File: config.mk
export PLATFORM = sky130hd
export DESIGN_NAME = bounded_doubly_linked_list
export DESIGN_NICKNAME = d
export VERILOG_FILES = /design/src/hdl/bdll_pkg.sv /design/src/hdl/bounded_doubly_linked_list.sv /design/src/hdl/bdll_cell.sv
export SDC_FILE = /design/constraint.sdc
export NUM_CORES = 2
export LEC_CHECK = 0
export BUFFER_PORTS_ARGS = -buffer_cell sky130_fd_sc_hd__buf_2
export CAP_MARGIN = 10
export CORE_MARGIN = 4
export CORE_UTILIZATION = 45
export DETAILED_ROUTE_END_ITERATION = 8
export GPL_TIMING_DRIVEN = 0
export PLACE_DENSITY_LB_ADDON = 0.3
export SLEW_MARGIN = 20
export SYNTH_ARGS = -nofsm -noshare
export SYNTH_HDL_FRONTEND = slang
export SYNTH_HIERARCHICAL = 1
export SYNTH_SLANG_ARGS = --single-unit
File: constraint.sdc
create_clock -name clk_i -period 9.2 [get_ports clk_i]
set_input_delay 0.92 -clock clk_i [delete_from_list [all_inputs] [get_ports clk_i]]
set_output_delay 0.92 -clock clk_i [all_outputs]
set_load 0.02 [all_outputs]
File: src/hdl/bdll_pkg.sv
// Package for the bounded doubly linked list: widths, codes and cell control.
// Used by bdll_cell, bounded_doubly_linked_list and bdll_checker.
package bdll_pkg;

  localparam int BDLL_CAPACITY = 16;
  localparam int KIND_W        = 3;
  localparam int WORD_W        = 32;
  localparam int SIZE_W        = 7;
  localparam int STATUS_W      = 2;

  typedef enum logic [KIND_W-1:0] {
    KIND_PUSH_FRONT = 3'd0,
    KIND_PUSH_BACK  = 3'd1,
    KIND_REM_FRONT  = 3'd2,
    KIND_REM_BACK   = 3'd3,
    KIND_INSERT     = 3'd4,
    KIND_READ_ALL   = 3'd5
  } kind_e;

  typedef enum logic [STATUS_W-1:0] {
    STAT_OK    = 2'd0,
    STAT_EMPTY = 2'd1,
    STAT_FULL  = 2'd2,
    STAT_RANGE = 2'd3
  } status_e;

  typedef enum logic [1:0] {
    CELL_HOLD,
    CELL_INS,
    CELL_SHL,
    CELL_ROT
  } cell_op_e;

  typedef enum logic {
    ST_IDLE,
    ST_READ
  } state_e;

  // Broadcast to every cell each cycle.
  typedef struct packed {
    cell_op_e                 op;
    logic [SIZE_W-1:0]        ins_idx;   // slot that loads the new word
    logic [SIZE_W-1:0]        last_idx;  // slot of the tail element
    logic signed [WORD_W-1:0] data;
  } cell_ctrl_t;

endpackage

File: src/hdl/bounded_doubly_linked_list.sv
// Bounded ordered list of signed 32-bit words, held as a row of CAPACITY slot cells
// in list order. Depends on bdll_pkg and bdll_cell.
//
// Push, remove and insert give one result in the cycle after start is taken; busy
// stays low, so a new item may start on the very next cycle.
// Read all gives one result per element on consecutive cycles by rotating the
// occupied cells once around; busy stays high while the elements after the first
// are read out. Results are shown for one cycle under result_valid_o and the
// receiver cannot stall them.
module bounded_doubly_linked_list import bdll_pkg::*; #(
  parameter int CAPACITY = BDLL_CAPACITY
) (
  input  logic                     clk_i,
  input  logic                     rst_ni,
  input  logic                     start,
  output logic                     busy,
  input  logic [KIND_W-1:0]        kind_i,
  input  logic signed [WORD_W-1:0] data_word_i,
  input  logic [SIZE_W-1:0]        position_i,
  output logic                     result_valid_o,
  output logic [STATUS_W-1:0]      status_o,
  output logic signed [WORD_W-1:0] read_word_o,
  output logic [SIZE_W-1:0]        list_size_o,
  output logic                     last_o
);

  localparam logic [SIZE_W-1:0] CapSize = SIZE_W'(CAPACITY);
  localparam logic [SIZE_W-1:0] One     = SIZE_W'(1);

  state_e                   state_d, state_q;
  logic [SIZE_W-1:0]        count_d, count_q;
  logic [SIZE_W-1:0]        rd_cnt_d, rd_cnt_q;
  logic                     strobe_d, strobe_q;
  status_e                  status_d, status_q;
  logic signed [WORD_W-1:0] word_d, word_q;
  logic                     last_d, last_q;
  logic                     accept;
  cell_ctrl_t               ctrl;
  logic signed [WORD_W-1:0] cell_val [CAPACITY];

  assign busy   = (state_q == ST_READ);
  assign accept = start && !busy;

  // Row of slot cells
  for (genvar i = 0; i < CAPACITY; i++) begin : g_cell
    logic signed [WORD_W-1:0] left_val, right_val;
    if (i == 0) begin : g_first
      assign left_val = data_word_i;
    end else begin : g_mid_l
      assign left_val = cell_val[i-1];
    end
    if (i == CAPACITY - 1) begin : g_last
      assign right_val = cell_val[i];
    end else begin : g_mid_r
      assign right_val = cell_val[i+1];
    end
    bdll_cell #(.CELL_IDX(i)) u_cell (
      .clk_i   (clk_i),
      .ctrl_i  (ctrl),
      .left_i  (left_val),
      .right_i (right_val),
      .head_i  (cell_val[0]),
      .value_o (cell_val[i])
    );
  end

  // Next state
  always_comb begin
    state_d = state_q;
    case (state_q)
      ST_IDLE: begin
        if (accept && (kind_i == KIND_READ_ALL) && (count_q > One)) begin
          state_d = ST_READ;
        end
      end
      ST_READ: begin
        if (rd_cnt_q == count_q - One) begin
          state_d = ST_IDLE;
        end
      end
      default: begin
        state_d = ST_IDLE;
      end
    endcase
  end

  // Cell control and results
  always_comb begin
    ctrl.op       = CELL_HOLD;
    ctrl.ins_idx  = '0;
    ctrl.last_idx = count_q - One;
    ctrl.data     = data_word_i;
    count_d       = count_q;
    rd_cnt_d      = rd_cnt_q;
    strobe_d      = 1'b0;
    status_d      = STAT_OK;
    word_d        = '0;
    last_d        = 1'b1;
    case (state_q)
      ST_READ: begin
        ctrl.op  = CELL_ROT;
        strobe_d = 1'b1;
        word_d   = cell_val[0];
        rd_cnt_d = rd_cnt_q + One;
        last_d   = (rd_cnt_q == count_q - One);
      end
      ST_IDLE: begin
        if (accept) begin
          strobe_d = 1'b1;
          case (kind_i)
            KIND_PUSH_FRONT, KIND_PUSH_BACK: begin
              if (count_q == CapSize) begin
                status_d = STAT_FULL;
              end else begin
                ctrl.op      = CELL_INS;
                ctrl.ins_idx = (kind_i == KIND_PUSH_FRONT) ? '0 : count_q;
                count_d      = count_q + One;
              end
            end
            KIND_REM_FRONT, KIND_REM_BACK: begin
              if (count_q == '0) begin
                status_d = STAT_EMPTY;
              end else begin
                // dropping the back only shortens the count
                if (kind_i == KIND_REM_FRONT) begin
                  ctrl.op = CELL_SHL;
                end
                count_d = count_q - One;
              end
            end
            KIND_INSERT: begin
              if ((position_i == '0) || (position_i > count_q)) begin
                status_d = STAT_RANGE;
              end else if (count_q == CapSize) begin
                status_d = STAT_FULL;
              end else begin
                ctrl.op      = CELL_INS;
                ctrl.ins_idx = position_i;
                count_d      = count_q + One;
              end
            end
            KIND_READ_ALL: begin
              if (count_q == '0) begin
                status_d = STAT_EMPTY;
              end else begin
                ctrl.op  = CELL_ROT;
                word_d   = cell_val[0];
                rd_cnt_d = One;
                last_d   = (count_q == One);
              end
            end
            default: begin
              status_d = STAT_RANGE;
            end
          endcase
        end
      end
      default: begin
        strobe_d = 1'b0;
      end
    endcase
  end

  always_ff @(posedge clk_i or negedge rst_ni) begin
    if (!rst_ni) begin
      state_q  <= ST_IDLE;
      count_q  <= '0;
      rd_cnt_q <= '0;
      strobe_q <= 1'b0;
    end else begin
      state_q  <= state_d;
      count_q  <= count_d;
      rd_cnt_q <= rd_cnt_d;
      strobe_q <= strobe_d;
    end
  end

  always_ff @(posedge clk_i) begin
    status_q <= status_d;
    word_q   <= word_d;
    last_q   <= last_d;
  end

  // list_size follows the count register, which moves with the result
  assign result_valid_o = strobe_q;
  assign status_o       = status_q;
  assign read_word_o    = word_q;
  assign list_size_o    = count_q;
  assign last_o         = last_q;

endmodule

File: src/hdl/bdll_cell.sv
// One slot of the list: holds the element at a fixed position front to back.
// Depends on bdll_pkg; neighbors hand values left or right on shifts.
module bdll_cell import bdll_pkg::*; #(
  parameter int CELL_IDX = 0
) (
  input  logic                     clk_i,
  input  cell_ctrl_t               ctrl_i,
  input  logic signed [WORD_W-1:0] left_i,
  input  logic signed [WORD_W-1:0] right_i,
  input  logic signed [WORD_W-1:0] head_i,
  output logic signed [WORD_W-1:0] value_o
);

  localparam logic [SIZE_W-1:0] MyIdx = SIZE_W'(CELL_IDX);

  logic signed [WORD_W-1:0] val_d, val_q;

  always_comb begin
    val_d = val_q;
    case (ctrl_i.op)
      CELL_INS: begin
        // make room: slots past the insert point take from the left
        if (MyIdx == ctrl_i.ins_idx) begin
          val_d = ctrl_i.data;
        end else if (MyIdx > ctrl_i.ins_idx) begin
          val_d = left_i;
        end
      end
      CELL_SHL: begin
        val_d = right_i;
      end
      CELL_ROT: begin
        // rotate the occupied slots; the tail slot wraps the head around
        if (MyIdx == ctrl_i.last_idx) begin
          val_d = head_i;
        end else if (MyIdx < ctrl_i.last_idx) begin
          val_d = right_i;
        end
      end
      default: begin
        val_d = val_q;
      end
    endcase
  end

  always_ff @(posedge clk_i) begin
    val_q <= val_d;
  end

  assign value_o = val_q;

endmodule

Word-level counts from Yosys, hierarchy flattened
Cells that the tools add are included.
Storage, ports and cells
  flip-flop bits (word level): 563
  output and inout port bits: 44
  word-level logic and storage cells: 291
Cells by class
  add/sub/neg operators: 3
  magnitude comparators: 33
  equal/unequal tests: 79
  muxes and demuxes: 116
  bitwise operators: 2
  reduce and logical (&&, ||, !) cells: 35
Operators by type and width (count)
  $mux 32: 66
  $pmux 32 s3: 15
  $pmux 32 s2: 2
  $eq 4x7->1 const A: 16
  $ne 3x1->1 const B: 30
  $eq 3x7->1 const A: 8
  $gt 4x7->1 const A: 8
  $mux 7: 8
  $lt 4x7->1 const A: 7
  $reduce_and 3->1: 16
  $eq 2x7->1 const A: 4
  $gt 3x7->1 const A: 4
  $logic_not 7->1: 4
  $lt 3x7->1 const A: 4
  $pmux 7 s2: 2
  $pmux 7 s3: 1
  $mux 9: 2
  $mux 8: 2
  $add 7x1->7 const B: 2
  $eq 1x7->1 const A: 2
  $gt 1x7->1 const A: 2
  $gt 2x7->1 const A: 2
  $lt 1x7->1 const A: 2
  $lt 2x7->1 const A: 2
  30 further kinds: 57

Logic depth before layout (Yosys ltp)
  depth in word-level cells: 10
  gate-level depth with buffers: 16
  depth with buffers taken out: 13

Cells and area by module
The synthesis kept the hierarchy.
By module, submodules not included
  bdll_cell (g_cell[3].u_cell ...): times used 2, cells an instance 229, area an instance 2431.1 sq um
  bdll_cell (g_cell[11].u_cell): times used 1, cells an instance 227, area an instance 2606.2 sq um
  bdll_cell (g_cell[13].u_cell): times used 1, cells an instance 233, area an instance 2596.2 sq um
  bounded_doubly_linked_list: times used 1, cells an instance 267, area an instance 2596.2 sq um
  bdll_cell (g_cell[6].u_cell): times used 1, cells an instance 230, area an instance 2494.9 sq um
  bdll_cell (g_cell[7].u_cell): times used 1, cells an instance 227, area an instance 2493.6 sq um
  bdll_cell (g_cell[5].u_cell): times used 1, cells an instance 229, area an instance 2473.6 sq um
  bdll_cell (g_cell[14].u_cell): times used 1, cells an instance 229, area an instance 2471.1 sq um
  bdll_cell (g_cell[15].u_cell): times used 1, cells an instance 227, area an instance 2448.6 sq um
  bdll_cell (g_cell[10].u_cell): times used 1, cells an instance 231, area an instance 2442.3 sq um
  bdll_cell (g_cell[2].u_cell): times used 1, cells an instance 230, area an instance 2436.1 sq um
  bdll_cell (g_cell[12].u_cell): times used 1, cells an instance 229, area an instance 2428.6 sq um
  bdll_cell (g_cell[4].u_cell): times used 1, cells an instance 228, area an instance 2426.1 sq um
  bdll_cell (g_cell[0].u_cell): times used 1, cells an instance 225, area an instance 2407.3 sq um
  +2 rows

Least setup slack after synthesis
OpenSTA, ideal clock, no wires.
  path kind: in2reg
  from: in position_i[6]
  to: reg g_cell[3].u_cell.val_q[0] (enable)
  data arrival time: 8.588 ns
  required time: 8.726 ns
  slack: 0.137 ns
  stages on the path: 11
  path buffers: 2
  cell sequence: ha_1 > a21oi_1 > o21ai_0 > o22a_1 > o31a_1 > o21ai_0 > ha_1 > clkbuf_1 > buf_1 > inv_1 > a221oi_1
RTL lines
  from (decl): RTL line bounded_doubly_linked_list.sv:19  | input logic [SIZE_W-1:0] position_i,
  to (signal assigned): RTL line bdll_cell.sv:47  | val_q <= val_d;
  to (decl): RTL line bdll_cell.sv:16  | logic signed [WORD_W-1:0] val_d, val_q;

==> flow_summary.yaml <==
cts:
  tritoncts_clock_tree: "yes"
  clockBufferDepth: 3
  cts_repair_resize_count: 0
  cts_sinks: 563
  h-tree-depth: 3
  root_buf_cell: "clkbuf_16"
  later_pin_clock_latency_in_the_skew_report_ns: 0.65
  cts-hold-fix-buffers: 0
  cts.repair_timing.setup_buffer_count: 0
  cts.reportedPaths.clkPinSlew_ns: 0.06
  numCtsBuffers: 69
floorplanning:
  boundaryPins: 89
  placement_rows: 111
  design.core.area_mm2: 0.0915
  fp.dieH_um: 311
  die_area_mm2: 0.0970
  initial_util_pct: 45.3
  dieWidth_um: 311
global_routing:
  grt_use_total_pct: 34.5
  global_route.overflow_total: 0
  grt_first_pass_wirelength_um: 248000
  antenna_found_initial: 13
  maximum_number_of_pins_on_one_net_before_global_route_repair: 42
  grt_pass1_vias: 34900
critical_path:
  worst_setup_ep_type: "register"
  worst_ep_required_time_ns: 9.55
  critPathMaxFanout: 15
  worstPathCellList: "buf_2, inv_1, ha_1, a21oi_1, a21oi_1, o22a_1, o31a_1, o21ai_4, buf_16, ha_1, clkbuf_1, inv_1, a222oi_1, buf_2, buf_2, buf_2, buf_2, buf_4, buf_2"
  critical_path.reg2reg.startpoint: "list_size_o[2]$_DFFE_PN0P_"
  cp_slowest_stage_delay_ns: 0.71
  critPathTopFamily: "buffers and inverters"
  setup.worst_path.class: "reg -> reg"
  worstPathArrival_ns: 6.50
  worst_setup_path_startpoint: "list_size_o[2]$_DFFE_PN0P_"
  critPathBufInv: 11
  worst_path_max_delay_cell: "a222oi_1"
  critical_path.startpoint_type: "register"
  path_common_cell: "buf_2"
sta:
  final.hold.worst_slack_ns: 0.188
  rsz0062_at_grt: "no"
  clock-skew-final_ns: 0.0305
  finalCritPeriodShare_pct: 66.8
  post_route_setup_tns_ns: 0
  layout_min_cycle_time_ns: 6.15
  finish_stage_setup_viols: 0
  final_hold_viol_count: 0
  fmax_mhz: 163
  worst_pin_slew_ns: 1.28
  timing.slew.headroom_pct: 14.8
  report.final.slew_viol_count: 0
  postLayoutSetupSlackWorst_ns: 3.05
power_and_ir_drop:
  power_frac_comb_pct: 55.7
  netSwitchingFraction_pct: 47.0
  total_switching_power_mw: 11.1
  seqPwrFrac_pct: 32.2
  power.density_mw_per_mm2: 496
  power_leakage_nw: 17.4
  pwr-share-clk_pct: 12.0
  peakVddDrop_mv: 0.208
  post-layout-total-power_mw: 23.6
  p_int_mw: 12.5
cells_and_area:
  design.final.nets: 4201
  final_cell_area_mm2: 0.0475
  final_cell_mix: "nand2_1 (995), mux2i_1 (514), edfxtp_1 (512)"
  post_route_cells_drive_above_1_share_pct: 21.9
  num-fill-cells: 7986
  mostFrequentLayoutCell: "nand2_1"
  final-instance-count-excl-fill: 5344
  postLayoutCoreUtil_pct: 51.9
  area_delta_synth_final_pct: 14.7
placement:
  dpl.cell_count: 5211
  post_detail_place_hpwl_um: 128000
  portBuffers: 86
  place_area_mm2: 0.0452
  dp_worst_setup_slack_ns: 3.19
  place.gp.congestion: 0.984
detailed_routing:
  avgRoutedWirePerCell_um: 32.8
  vias_per_cell: 6.96
  first_pass_iters: 7
  first_iter_violations: 6486
  drtAntennaViolNets: 0
  via_count: 37200
  routed_wl_um: 175000
  drcViolationCount: 0
synth:
  sequential_share_of_the_synthesized_area_pct: 39.8
  edff_count_synth: 512
  async_flop_share_pct: 2.84
  yosys.area.top_type_share_pct: 37.1
  ys_seq_elements: 563
  synthFlopType: "edfxtp_1"
  ys_top_cells_by_area: "edfxtp_1 (37%), mux2i_1 (12%), a221o_1 (11%)"
  netlist.top_cell.by_area: "edfxtp_1"
  netlist_area_mm2: 0.0414
  synth.yosys.warnings: 6
  synthesis.instances: 3827
  synthesis.nets: 3932
  netlist-cell-type-count: 95
  synth.avg_cell_area_um2: 10.8
job:
  drv.max_cap_violation_count: 0
hold_path:
  hold_class: "in -> async"
outcome:
  outcome: "finished clean"
per-layer routing:
layer,global-route usage [%],part of all wire [%],vias up
met3,10.5,14,691
li1,-,-,15200
met2,51.1,42,3063
met1,44.5,37,18200
met5,0,0.017,-
met4,20.3,7.4,6
Yosys cell counts (all sizes together) (4+ instances only):
cell	count
a21o	4
a21oi	16
a221o	480
a221oi	7
a22oi	32
a32oi	6
and2	5
and3	4
and4	4
buf	159
clkbuf	163
dfrtp	16
dfxtp	35
edfxtp	512
ha	60
inv	56
mux2	449
mux2i	514
nand2	996
nand2b	5
nand3	21
nand4	9
nor2	41
nor2b	42
nor3	22
nor3b	4
nor4	20
o21a	4
o21ai	53
o31ai	5
or3	4
or4	13
xnor2	15
xor2	5
power groups by stage:
stage               Sequential (mW)  Combinational (mW)  Clock (mW)
global placement               8.42                10.5           0
floorplan                      6.69                8.00           0
global route                   7.59                13.7        2.94
CTS                            7.47                12.6        2.84
finish                         7.60                13.1        2.83
detailed placement             7.49                12.6           0
layout make-up:
cell class	count	area, um^2	share of cell area, %
Multi-Input combinational cell	2880	23000	48.4
Sequential cell	563	16500	34.7
Timing Repair Buffer	198	2030	4.28
Buffer	328	2030	4.28
Clock buffer	94	2010	4.23
Tap cell	1186	1480	3.12
Clock inverter	30	250	0.527
Inverter	56	210	0.443
Antenna cell	9	22.5	0.0474
flip-flops by register name, indices dropped and copies added, names as in the netlist:
signal,count
busy,1
read_word_o,32
list_size_o,7
rd_cnt_q,7
last_o,1
g_cell.u_cell/value_o,512
result_valid_o,1
status_o,2
worst reg2reg max path, delay by kind of cell (launching register included):
kind	cells	cell delay, ns
DFF	1	0.60
AOI/OAI and AO/OA	6	2.13
buffers and inverters	11	2.58
adders and majority gates	2	0.54
logic make-up after synthesis:
group | share of synthesized area (%)
AO/OA/AOI/OAI | 14.6
XOR/XNOR | 0.532
adder cells (fa/ha/maj) | 1.81
buffers and inverters | 5.41
flip-flops | 39.8
multiplexers | 24.9
AND/OR/NAND/NOR | 12.9
final timing paths:
kind | slack [ns] | endpoint | depth (start not counted)
min | 0.19 | rd_cnt_q[5]$_DFFE_PN0P_ | 1
max | 3.05 | g_cell[14].u_cell/value_o[17]$_DFFE_PP_ | 19
max in group asynchronous | 8.73 | busy$_DFF_PN0_ | 1
max reg2reg | 3.05 | g_cell[14].u_cell/value_o[17]$_DFFE_PP_ | 19
min in group clk_i | 0.55 | rd_cnt_q[0]$_DFFE_PN0P_ | 1
min reg2reg | 0.55 | rd_cnt_q[0]$_DFFE_PN0P_ | 1
Power figures use the tool's default switching activity.
